[config.mk]
export PLATFORM = sky130hd
export DESIGN_NAME = qoi_image_encoder
export DESIGN_NICKNAME = d
export VERILOG_FILES = /design/src/hdl/qoienc_pkg.sv /design/src/hdl/qoi_image_encoder.sv /design/src/hdl/qoienc_front.sv /design/src/hdl/qoienc_queue.sv /design/src/hdl/qoienc_back.sv
export SDC_FILE = /design/constraint.sdc
export NUM_CORES = 2
export LEC_CHECK = 0
export BUFFER_PORTS_ARGS = -buffer_cell sky130_fd_sc_hd__buf_2
export CORE_ASPECT_RATIO = 0.9
export CORE_MARGIN = 3
export CORE_UTILIZATION = 55
export DETAILED_ROUTE_END_ITERATION = 8
export PLACE_DENSITY = 0.78
export SETUP_SLACK_MARGIN = 0.4
export SLEW_MARGIN = 20
export SYNTH_ARGS = -nofsm -noshare
export SYNTH_HDL_FRONTEND = slang
export SYNTH_SLANG_ARGS = --single-unit
[constraint.sdc]
create_clock -name clk -period 9.7 [get_ports clk]
set_input_delay 1.94 -clock clk [delete_from_list [all_inputs] [get_ports clk]]
set_output_delay 1.94 -clock clk [all_outputs]
set_load 0.1 [all_outputs]
[src/hdl/qoienc_pkg.sv]
package qoienc_pkg;

  // Input item codes
  localparam logic [1:0] OP_PIXEL = 2'd0;
  localparam logic [1:0] OP_START = 2'd1;
  localparam logic [1:0] OP_END   = 2'd2;

  // Configuration register indexes
  localparam logic [3:0] CFG_WIDTH  = 4'd0;
  localparam logic [3:0] CFG_HEIGHT = 4'd1;
  localparam logic [3:0] CFG_CHANS  = 4'd2;
  localparam logic [3:0] CFG_CSPACE = 4'd3;

  // Stream op codes
  localparam logic [7:0] OPC_INDEX = 8'h00;
  localparam logic [7:0] OPC_DIFF  = 8'h40;
  localparam logic [7:0] OPC_LUMA  = 8'h80;
  localparam logic [7:0] OPC_RUN   = 8'hc0;
  localparam logic [7:0] OPC_RGB   = 8'hfe;
  localparam logic [7:0] OPC_RGBA  = 8'hff;

  localparam logic [5:0] RUN_LIMIT  = 6'd62;
  localparam int         SLOT_COUNT = 64;
  localparam int         SLOT_AW    = $clog2(SLOT_COUNT);

  // Header magic "qoif"
  localparam logic [31:0] MAGIC = 32'h716f6966;
  localparam logic [3:0]  HDR_LEN = 4'd14;
  localparam logic [3:0]  END_LEN = 4'd8;

  // Command queue between classifier and serializer
  localparam int Q_DEPTH = 4;
  localparam int Q_AW    = $clog2(Q_DEPTH);

  typedef enum logic [1:0] {
    CMD_PIX,
    CMD_HDR,
    CMD_END
  } cmd_kind_t;

  // PIX: cnt bytes from bytes[]; END: cnt is 1 when bytes[0] holds a run flush
  typedef struct packed {
    cmd_kind_t       kind;
    logic [2:0]      cnt;
    logic [5:0][7:0] bytes;
  } cmd_t;

  typedef struct packed {
    logic [31:0] width;
    logic [31:0] height;
    logic [2:0]  chans;
    logic [7:0]  cspace;
  } cfg_t;

  // Hash slot: (3r + 5g + 7b + 11a) mod 64
  function automatic logic [SLOT_AW-1:0] hash_slot(input logic [7:0] r, input logic [7:0] g,
                                                   input logic [7:0] b, input logic [7:0] a);
    logic [SLOT_AW-1:0] sr, sg, sb, sa;
    sr = SLOT_AW'(r) * SLOT_AW'(3);
    sg = SLOT_AW'(g) * SLOT_AW'(5);
    sb = SLOT_AW'(b) * SLOT_AW'(7);
    sa = SLOT_AW'(a) * SLOT_AW'(11);
    return SLOT_AW'(sr + sg + sb + sa);
  endfunction

endpackage

[src/hdl/qoi_image_encoder.sv]
// QOI image encoder: start, pixel and end items in, encoded stream bytes out.
// Items pass the lookup stage, then the command queue, then the output register.
// Throughput: one item per cycle while each emits at most one byte; the byte
// serializer sends one byte per cycle unless out_stall is high, so multi-byte
// ops stall the input once the 4-entry queue fills. Header 14 bytes, end 8 or 9.
// Sync reset (rst_n low) clears queue, run, slot valids; prev pixel 0x000000ff.
module qoi_image_encoder (
  input  logic        clk,
  input  logic        rst_n,
  input  logic        in_valid,
  output logic        in_stall,
  input  logic [1:0]  in_op,
  input  logic [7:0]  in_red,
  input  logic [7:0]  in_green,
  input  logic [7:0]  in_blue,
  input  logic [7:0]  in_alpha,
  output logic        out_valid,
  input  logic        out_stall,
  output logic [7:0]  out_byte,
  output logic        out_last_byte,
  input  logic        cfg_valid,
  output logic        cfg_ready,
  input  logic [3:0]  cfg_index,
  input  logic [31:0] cfg_data
);

  qoienc_pkg::cfg_t cfg_r;
  qoienc_pkg::cmd_t push_cmd;
  qoienc_pkg::cmd_t q_cmd;
  logic             push;
  logic             q_full;
  logic             q_valid;
  logic             q_pop;

  assign cfg_ready = 1'b1;

  // Hold configuration registers
  always_ff @(posedge clk) begin
    if (!rst_n) begin
      cfg_r.width  <= 32'd0;
      cfg_r.height <= 32'd0;
      cfg_r.chans  <= 3'd4;
      cfg_r.cspace <= 8'd0;
    end else if (cfg_valid && cfg_ready) begin
      unique case (cfg_index)
        qoienc_pkg::CFG_WIDTH:  cfg_r.width  <= cfg_data;
        qoienc_pkg::CFG_HEIGHT: cfg_r.height <= cfg_data;
        qoienc_pkg::CFG_CHANS:  cfg_r.chans  <= cfg_data[2:0];
        qoienc_pkg::CFG_CSPACE: cfg_r.cspace <= cfg_data[7:0];
        default: begin
          cfg_r <= cfg_r;
        end
      endcase
    end
  end

  qoienc_front u_front (
    .clk      (clk),
    .rst_n    (rst_n),
    .in_valid (in_valid),
    .in_stall (in_stall),
    .in_op    (in_op),
    .in_red   (in_red),
    .in_green (in_green),
    .in_blue  (in_blue),
    .in_alpha (in_alpha),
    .cfg      (cfg_r),
    .push     (push),
    .push_cmd (push_cmd),
    .q_full   (q_full)
  );

  qoienc_queue u_queue (
    .clk      (clk),
    .rst_n    (rst_n),
    .push     (push),
    .push_cmd (push_cmd),
    .q_full   (q_full),
    .q_valid  (q_valid),
    .q_cmd    (q_cmd),
    .q_pop    (q_pop)
  );

  qoienc_back u_back (
    .clk           (clk),
    .rst_n         (rst_n),
    .q_valid       (q_valid),
    .q_cmd         (q_cmd),
    .q_pop         (q_pop),
    .cfg           (cfg_r),
    .out_valid     (out_valid),
    .out_stall     (out_stall),
    .out_byte      (out_byte),
    .out_last_byte (out_last_byte)
  );

endmodule

[src/hdl/qoienc_front.sv]
module qoienc_front (
  input  logic               clk,
  input  logic               rst_n,
  input  logic               in_valid,
  output logic               in_stall,
  input  logic [1:0]         in_op,
  input  logic [7:0]         in_red,
  input  logic [7:0]         in_green,
  input  logic [7:0]         in_blue,
  input  logic [7:0]         in_alpha,
  input  qoienc_pkg::cfg_t   cfg,
  output logic               push,
  output qoienc_pkg::cmd_t   push_cmd,
  input  logic               q_full
);

  localparam int AW = qoienc_pkg::SLOT_AW;

  // Colour index memory and per-slot valid bits
  logic [31:0]                       mem [qoienc_pkg::SLOT_COUNT];
  logic [qoienc_pkg::SLOT_COUNT-1:0] slot_valid_r, slot_valid_nxt;

  // Lookup stage
  logic          s1_valid_r;
  logic [1:0]    s1_op_r;
  logic [31:0]   s1_px_r;
  logic [AW-1:0] s1_slot_r;
  logic [31:0]   s1_rd_r;

  // Encoder state
  logic [31:0] prev_r, prev_nxt;
  logic [5:0]  run_r, run_nxt;

  logic          acc;
  logic [7:0]    alpha_eff;
  logic [AW-1:0] rd_slot;
  logic          s1_done;
  logic          need_push;
  logic          mem_we;

  logic          same, hit, flush;
  logic [5:0]    run_inc;
  logic [7:0]    run_byte;
  logic [7:0]    dr, dg, db, dgr, dgb;
  logic [7:0]    dr2, dg2, db2, lg, lr, lb;
  logic          is_diff, is_luma;
  logic [4:0][7:0] body;
  logic [2:0]    nbody;

  // Accept when the lookup stage is empty or retires this cycle
  assign s1_done  = s1_valid_r && (!need_push || !q_full);
  assign in_stall = s1_valid_r && !s1_done;
  assign acc      = in_valid && !in_stall;

  assign alpha_eff = (cfg.chans == 3'd3) ? 8'hff : in_alpha;
  assign rd_slot   = qoienc_pkg::hash_slot(in_red, in_green, in_blue, alpha_eff);

  // Channel differences against the previous pixel
  assign dr  = s1_px_r[31:24] - prev_r[31:24];
  assign dg  = s1_px_r[23:16] - prev_r[23:16];
  assign db  = s1_px_r[15:8]  - prev_r[15:8];
  assign dgr = dr - dg;
  assign dgb = db - dg;
  assign dr2 = dr + 8'd2;
  assign dg2 = dg + 8'd2;
  assign db2 = db + 8'd2;
  assign lg  = dg + 8'd32;
  assign lr  = dgr + 8'd8;
  assign lb  = dgb + 8'd8;
  assign is_diff = (dr2 < 8'd4) && (dg2 < 8'd4) && (db2 < 8'd4);
  assign is_luma = (lg < 8'd64) && (lr < 8'd16) && (lb < 8'd16);

  assign same     = (s1_px_r == prev_r);
  // Unwritten slots read as zero
  assign hit      = ((slot_valid_r[s1_slot_r] ? s1_rd_r : 32'h0) == s1_px_r);
  assign flush    = (run_r != 6'd0);
  assign run_inc  = run_r + 6'd1;
  assign run_byte = qoienc_pkg::OPC_RUN | {2'b00, 6'(run_r - 6'd1)};

  // Pick the op bytes for a pixel that differs from the previous one
  always_comb begin
    body  = '0;
    nbody = 3'd1;
    if (hit) begin
      body[0] = qoienc_pkg::OPC_INDEX | {2'b00, s1_slot_r};
    end else if (s1_px_r[7:0] != prev_r[7:0]) begin
      body[0] = qoienc_pkg::OPC_RGBA;
      body[1] = s1_px_r[31:24];
      body[2] = s1_px_r[23:16];
      body[3] = s1_px_r[15:8];
      body[4] = s1_px_r[7:0];
      nbody   = 3'd5;
    end else if (is_diff) begin
      body[0] = qoienc_pkg::OPC_DIFF | {2'b00, dr2[1:0], dg2[1:0], db2[1:0]};
    end else if (is_luma) begin
      body[0] = qoienc_pkg::OPC_LUMA | {2'b00, lg[5:0]};
      body[1] = {lr[3:0], lb[3:0]};
      nbody   = 3'd2;
    end else begin
      body[0] = qoienc_pkg::OPC_RGB;
      body[1] = s1_px_r[31:24];
      body[2] = s1_px_r[23:16];
      body[3] = s1_px_r[15:8];
      nbody   = 3'd4;
    end
  end

  // Classify the item in the lookup stage and work out the next state
  always_comb begin
    need_push      = 1'b0;
    push_cmd       = '0;
    push_cmd.kind  = qoienc_pkg::CMD_PIX;
    prev_nxt       = prev_r;
    run_nxt        = run_r;
    slot_valid_nxt = slot_valid_r;
    mem_we         = 1'b0;
    unique case (s1_op_r)
      qoienc_pkg::OP_PIXEL: begin
        prev_nxt = s1_px_r;
        if (same) begin
          if (run_inc == qoienc_pkg::RUN_LIMIT) begin
            need_push         = 1'b1;
            push_cmd.cnt      = 3'd1;
            push_cmd.bytes[0] = qoienc_pkg::OPC_RUN | {2'b00, 6'(run_inc - 6'd1)};
            run_nxt           = 6'd0;
          end else begin
            run_nxt = run_inc;
          end
        end else begin
          need_push = 1'b1;
          run_nxt   = 6'd0;
          if (flush) begin
            push_cmd.bytes = {body, run_byte};
            push_cmd.cnt   = nbody + 3'd1;
          end else begin
            push_cmd.bytes = {8'h00, body};
            push_cmd.cnt   = nbody;
          end
          if (!hit) begin
            mem_we                    = 1'b1;
            slot_valid_nxt[s1_slot_r] = 1'b1;
          end
        end
      end
      qoienc_pkg::OP_START: begin
        need_push      = 1'b1;
        push_cmd.kind  = qoienc_pkg::CMD_HDR;
        prev_nxt       = 32'h000000ff;
        run_nxt        = 6'd0;
        slot_valid_nxt = '0;
      end
      qoienc_pkg::OP_END: begin
        need_push         = 1'b1;
        push_cmd.kind     = qoienc_pkg::CMD_END;
        push_cmd.cnt      = flush ? 3'd1 : 3'd0;
        push_cmd.bytes[0] = run_byte;
        run_nxt           = 6'd0;
      end
      default: begin
        need_push = 1'b0;
      end
    endcase
  end

  assign push = s1_valid_r && need_push && !q_full;

  // Hold control state; advance it when the staged item retires
  always_ff @(posedge clk) begin
    if (!rst_n) begin
      s1_valid_r   <= 1'b0;
      prev_r       <= 32'h000000ff;
      run_r        <= 6'd0;
      slot_valid_r <= '0;
    end else begin
      if (acc) begin
        s1_valid_r <= 1'b1;
      end else if (s1_done) begin
        s1_valid_r <= 1'b0;
      end
      if (s1_done) begin
        prev_r       <= prev_nxt;
        run_r        <= run_nxt;
        slot_valid_r <= slot_valid_nxt;
      end
    end
  end

  // Capture the item and read its slot, bypassing a same-cycle write
  always_ff @(posedge clk) begin
    if (acc) begin
      s1_op_r   <= in_op;
      s1_px_r   <= {in_red, in_green, in_blue, alpha_eff};
      s1_slot_r <= rd_slot;
      if (s1_done && mem_we && (s1_slot_r == rd_slot)) begin
        s1_rd_r <= s1_px_r;
      end else begin
        s1_rd_r <= mem[rd_slot];
      end
    end
    if (s1_done && mem_we) begin
      mem[s1_slot_r] <= s1_px_r;
    end
  end

  // A run never rests at the flush limit
  a_run_below_limit: assert property (@(posedge clk) disable iff (!rst_n)
    run_r < qoienc_pkg::RUN_LIMIT)
    else $error("run length reached flush limit without flushing");

endmodule

[src/hdl/qoienc_queue.sv]
module qoienc_queue (
  input  logic             clk,
  input  logic             rst_n,
  input  logic             push,
  input  qoienc_pkg::cmd_t push_cmd,
  output logic             q_full,
  output logic             q_valid,
  output qoienc_pkg::cmd_t q_cmd,
  input  logic             q_pop
);

  localparam int AW = qoienc_pkg::Q_AW;

  qoienc_pkg::cmd_t mem_r [qoienc_pkg::Q_DEPTH];
  logic [AW-1:0]    wr_ptr_r;
  logic [AW-1:0]    rd_ptr_r;
  logic [AW:0]      cnt_r;

  assign q_full  = (cnt_r == (AW+1)'(qoienc_pkg::Q_DEPTH));
  assign q_valid = (cnt_r != '0);
  assign q_cmd   = mem_r[rd_ptr_r];

  // Advance pointers and the fill count
  always_ff @(posedge clk) begin
    if (!rst_n) begin
      wr_ptr_r <= '0;
      rd_ptr_r <= '0;
      cnt_r    <= '0;
    end else begin
      if (push) begin
        wr_ptr_r <= wr_ptr_r + AW'(1);
      end
      if (q_pop) begin
        rd_ptr_r <= rd_ptr_r + AW'(1);
      end
      if (push && !q_pop) begin
        cnt_r <= cnt_r + (AW+1)'(1);
      end else if (!push && q_pop) begin
        cnt_r <= cnt_r - (AW+1)'(1);
      end
    end
  end

  // Hold entry payload
  always_ff @(posedge clk) begin
    if (push) begin
      mem_r[wr_ptr_r] <= push_cmd;
    end
  end

  a_no_overflow: assert property (@(posedge clk) disable iff (!rst_n)
    push |-> !q_full)
    else $error("command queue written while full");

  a_no_underflow: assert property (@(posedge clk) disable iff (!rst_n)
    q_pop |-> q_valid)
    else $error("command queue popped while empty");

endmodule

[src/hdl/qoienc_back.sv]
module qoienc_back (
  input  logic             clk,
  input  logic             rst_n,
  input  logic             q_valid,
  input  qoienc_pkg::cmd_t q_cmd,
  output logic             q_pop,
  input  qoienc_pkg::cfg_t cfg,
  output logic             out_valid,
  input  logic             out_stall,
  output logic [7:0]       out_byte,
  output logic             out_last_byte
);

  logic       out_valid_r;
  logic [7:0] out_byte_r;
  logic       out_last_r;
  logic [3:0] idx_r;

  logic [3:0] total;
  logic       last;
  logic       load;
  logic [7:0] sel_byte;

  assign load  = q_valid && (!out_valid_r || !out_stall);
  assign last  = (idx_r == total - 4'd1);
  assign q_pop = load && last;

  // Byte count of the head command
  always_comb begin
    unique case (q_cmd.kind)
      qoienc_pkg::CMD_PIX: total = {1'b0, q_cmd.cnt};
      qoienc_pkg::CMD_HDR: total = qoienc_pkg::HDR_LEN;
      qoienc_pkg::CMD_END: total = qoienc_pkg::END_LEN + {3'b000, q_cmd.cnt[0]};
      default:             total = 4'd1;
    endcase
  end

  // Select the byte at the current position of the head command
  always_comb begin
    sel_byte = 8'h00;
    unique case (q_cmd.kind)
      qoienc_pkg::CMD_PIX: begin
        sel_byte = q_cmd.bytes[idx_r[2:0]];
      end
      qoienc_pkg::CMD_HDR: begin
        unique case (idx_r)
          4'd0:    sel_byte = qoienc_pkg::MAGIC[31:24];
          4'd1:    sel_byte = qoienc_pkg::MAGIC[23:16];
          4'd2:    sel_byte = qoienc_pkg::MAGIC[15:8];
          4'd3:    sel_byte = qoienc_pkg::MAGIC[7:0];
          4'd4:    sel_byte = cfg.width[31:24];
          4'd5:    sel_byte = cfg.width[23:16];
          4'd6:    sel_byte = cfg.width[15:8];
          4'd7:    sel_byte = cfg.width[7:0];
          4'd8:    sel_byte = cfg.height[31:24];
          4'd9:    sel_byte = cfg.height[23:16];
          4'd10:   sel_byte = cfg.height[15:8];
          4'd11:   sel_byte = cfg.height[7:0];
          4'd12:   sel_byte = {5'b00000, cfg.chans};
          default: sel_byte = cfg.cspace;
        endcase
      end
      qoienc_pkg::CMD_END: begin
        if (q_cmd.cnt[0] && (idx_r == 4'd0)) begin
          sel_byte = q_cmd.bytes[0];
        end else if (last) begin
          sel_byte = 8'h01;
        end else begin
          sel_byte = 8'h00;
        end
      end
      default: sel_byte = 8'h00;
    endcase
  end

  // Load the output register and step through the head command
  always_ff @(posedge clk) begin
    if (!rst_n) begin
      out_valid_r <= 1'b0;
      idx_r       <= 4'd0;
    end else begin
      if (load) begin
        out_valid_r <= 1'b1;
        idx_r       <= last ? 4'd0 : idx_r + 4'd1;
      end else if (!out_stall) begin
        out_valid_r <= 1'b0;
      end
    end
  end

  always_ff @(posedge clk) begin
    if (load) begin
      out_byte_r <= sel_byte;
      out_last_r <= last;
    end
  end

  assign out_valid     = out_valid_r;
  assign out_byte      = out_byte_r;
  assign out_last_byte = out_last_r;

  a_pop_marks_last: assert property (@(posedge clk) disable iff (!rst_n)
    q_pop |=> (out_valid_r && out_last_r))
    else $error("command retired without a final byte");

  a_idle_at_start: assert property (@(posedge clk) disable iff (!rst_n)
    !q_valid |-> (idx_r == 4'd0))
    else $error("byte position left mid-command with queue empty");

endmodule
==> run metrics <==
# Max-Cap Violations 0; Die Ht 417 microns; layout cells sized above 1 25.4%; FF-to-FF Start u_front.s1_slot_r[2]; largest net degree at the start of global routing 88; Critical Path Stages 15; ys flop type edfxtp_1; worst reg2reg path depth 15; final hold violations 0; gpl congestion 0.891; detailed placer's ending HPWL 167 mm; routed len/inst 35.3 microns; CP endpoint u_front.s1_rd_r[11]; FF-to-FF End u_front.mem[34][7]; RSZ-0062 raised after global routing false; Final Critical Period 7580 ps; num rows 150; switching power 0.0128 W; IO Count 87; Fillers 12200; pwr/cell area 317 nW/um^2; post-cts resize count 0; Post-synth EDFFs 2341; Total GRT Usage 30.4%; Sequential cell area 74100 sq um; gr ovfl total 0; die area 193000 sq um; P_int 0.0238 W; slowest stage delay, CP 1280 ps; most frequent cells in the layout edfxtp_1, mux4_2, nand2_1; P&R area growth vs syn 11.8%; mapped cell area 103000 sq um; Die W 462 microns; Static Leakage 36.7 nW; Crit path top cell by count fa_1; Mean Syn Cell Area 19.3 sq um; period utilization 78.2%; Tightest Pin Transition 1130 ps; fin. max-slew vios 0; Buf/Inv on CP 4; Slowest-stage cell, CP fa_4; post-CTS setup buffers 0; first-pass GRT wire length 417 mm; CP top delay family adder cells; H-tree levels 4; skew final 61.1 ps; Pre-antenna DRT Iters 7; crit path launch type input pin; initial core utilization 55.4%; Clk Latency, worst-skew pair 890 ps; worst rel slew slack 24.2%; Comb pwr share 40.1%; most common cell after layout, fill and taps aside edfxtp_1; Clk pwr share 25.5%; clock-pin slew on the worst setup and hold paths 60 ps; CTS Sinks 2533; Area after DPL 107000 sq um; ys async rst share 0%; worst min path class reg -> reg; Sw Ratio 35.1%; yosys warns 0; First DRT Iteration DRCs 9124; design area 115000 sq um; Worst EP required 10310 ps; vias in the first global route 56100; post-synth net total 5549; critical path arrival 8190 ps; reg2reg setup slack 2200 ps; CTS root buf clkbuf_16; DRT Wirelength 292 mm; Max clock buf depth 3; register area share after synthesis 71.9%; DR vias/cell 6.84; Core Region 186000 sq um; outcome finished, final reports clean; Fmax 132 MHz; hold buffers post-CTS 0; Yosys reg bits 2533; initial antenna violation count 11; vias 56400; CTS buffer count 229; crit path from in_alpha[0]; area taken by multi-input logic gates 27800 sq um; worst setup path class in -> reg; Reg power frac 34.4%; Max FO, Critical Path 25; Setup Viol. Count Final 0; setup TNS 0 ps; I/O Buffers 85; CTS tree built; endpoint type of the worst setup path flip-flop; Cells after Synth 5355; DRT antenna net count 0; Critical Path, Cell by Cell buf_2 > nand2b_1 > ha_1 > ha_1 > fa_1 > inv_1 > fa_1 > inv_1 > fa_1 > fa_4 > buf_4 > mux4_2 > mux2i_1 > a21oi_1 > mux2_4; VDD IR max 1.05 mV; DRC 0; post-synthesis cell type count 83; Nets 5735
[cell type report]
| cell class | count | share of cell area [%] |
|---|---|---|
| antenna | 4 | 0.00868 |
| clock buffer | 278 | 5.23 |
| clock inverter | 149 | 1.49 |
| inverter | 105 | 0.342 |
| multi-input combinational | 2399 | 24.1 |
| sequential | 2533 | 64.3 |
| tap | 2508 | 2.72 |
| timing repair buffer | 273 | 1.80 |
[worst min-delay path by stage]
stage                             startpoint                        to  slack (ps)  cells after the start
finish              u_front.slot_valid_r[57]  u_front.slot_valid_r[57]         460                      1
global route         u_front.slot_valid_r[9]   u_front.slot_valid_r[9]         470                      1
CTS                 u_front.slot_valid_r[57]  u_front.slot_valid_r[57]         460                      1
detailed placement  u_front.slot_valid_r[57]  u_front.slot_valid_r[57]         450                      1
global placement    u_front.slot_valid_r[61]  u_front.slot_valid_r[61]         440                      1
floorplan           u_front.slot_valid_r[42]  u_front.slot_valid_r[42]         430                      1
[sequential cells by signal, indices dropped and copies added, names as in the netlist, named ones only]
register / cells
u_back.out_last_byte: 1
u_back.idx_r: 4
u_front.s1_op_r: 2
u_front.run_r: 6
u_front.slot_valid_r: 64
u_front.prev_r: 32
u_front.s1_px_r: 32
u_queue.cnt_r: 3
u_queue.mem_r: 212
u_back.out_valid: 1
u_back.out_byte: 8
cfg_r: 75
u_front.s1_valid_r: 1
u_queue.rd_ptr_r: 2
u_front.s1_rd_r: 32
u_queue.wr_ptr_r: 2
u_front.mem: 2048
u_front.s1_slot_r: 6
[synth_stat cells, types with 14 or more instances]
cell type	number	area [sq um]
fa_1	29	581
buf_6	18	203
a22o_1	16	140
nor2_1	197	739
xor2_1	36	315
a211oi_1	36	270
nand2_1	310	1160
mux2_4	27	405
nor2b_1	55	344
a21oi_1	78	390
o21ai_0	56	280
nand2b_1	18	113
a31oi_1	26	163
clkbuf_1	226	848
mux4_2	697	15700
and3_1	14	87.6
a22oi_1	41	308
dfxtp_1	192	3840
o21a_1	74	556
nand3_1	62	310
edfxtp_1	2341	70300
ha_1	90	1130
xnor2_1	61	534
nor3_1	108	541
and2_1	24	150
mux2i_1	65	651
inv_1	104	390
o221ai_1	18	158
a21boi_0	91	683
buf_1	59	221
nand4_1	16	100
[power by group through the flow]
stage	Sequential [W]	Clock [W]	Combinational (W)
CTS	0.0126	0.00940	0.0143
global route	0.0126	0.00978	0.0152
global placement	0.0128	0	0.0137
detailed placement	0.0128	0	0.0139
finish	0.0126	0.00933	0.0147
floorplan	0.0128	0	0.00925
[cell families after synthesis]
family,synth area share [%]
DFF,71.9
and+or+nand+nor,3.87
muxes,16.4
AOI/OAI and AO/OA,3.58
buffers and inverters,1.71
adders and majority gates,1.66
xor gates and xnor gates,0.824
other,0.00364
[per-layer routing]
layer	GRT usage (%)	up-vias	part of all wire, %
li1	-	22100	-
met1	39.9	29000	34
met2	47.1	4464	47
met3	7.68	896	12
met4	16.7	2	6.7
met5	0	-	0.0045
[metrics by stage]
stage	std cells	hold WS (ps)	total power (W)	setup slack, ps	utilization [%]
floorplan	5355	432	0.0221	2080	-
global placement	7814	439	0.0265	1420	57.8
detailed placement	7816	448	0.0267	1390	57.8
CTS	8243	461	0.0363	2210	61.9
global route	8246	471	0.0376	1930	62.0
finish	8249	460	0.0366	2120	62.0
[worst register-to-register path, delay by kind of cell (launching register included)]
family                 cells  cell delay [ps]
AND/OR/NAND/NOR            7             3880
buffers and inverters      4             1330
AO/OA/AOI/OAI              4             1050
flip-flops                 1              870
Power figures use the tool's default switching activity.
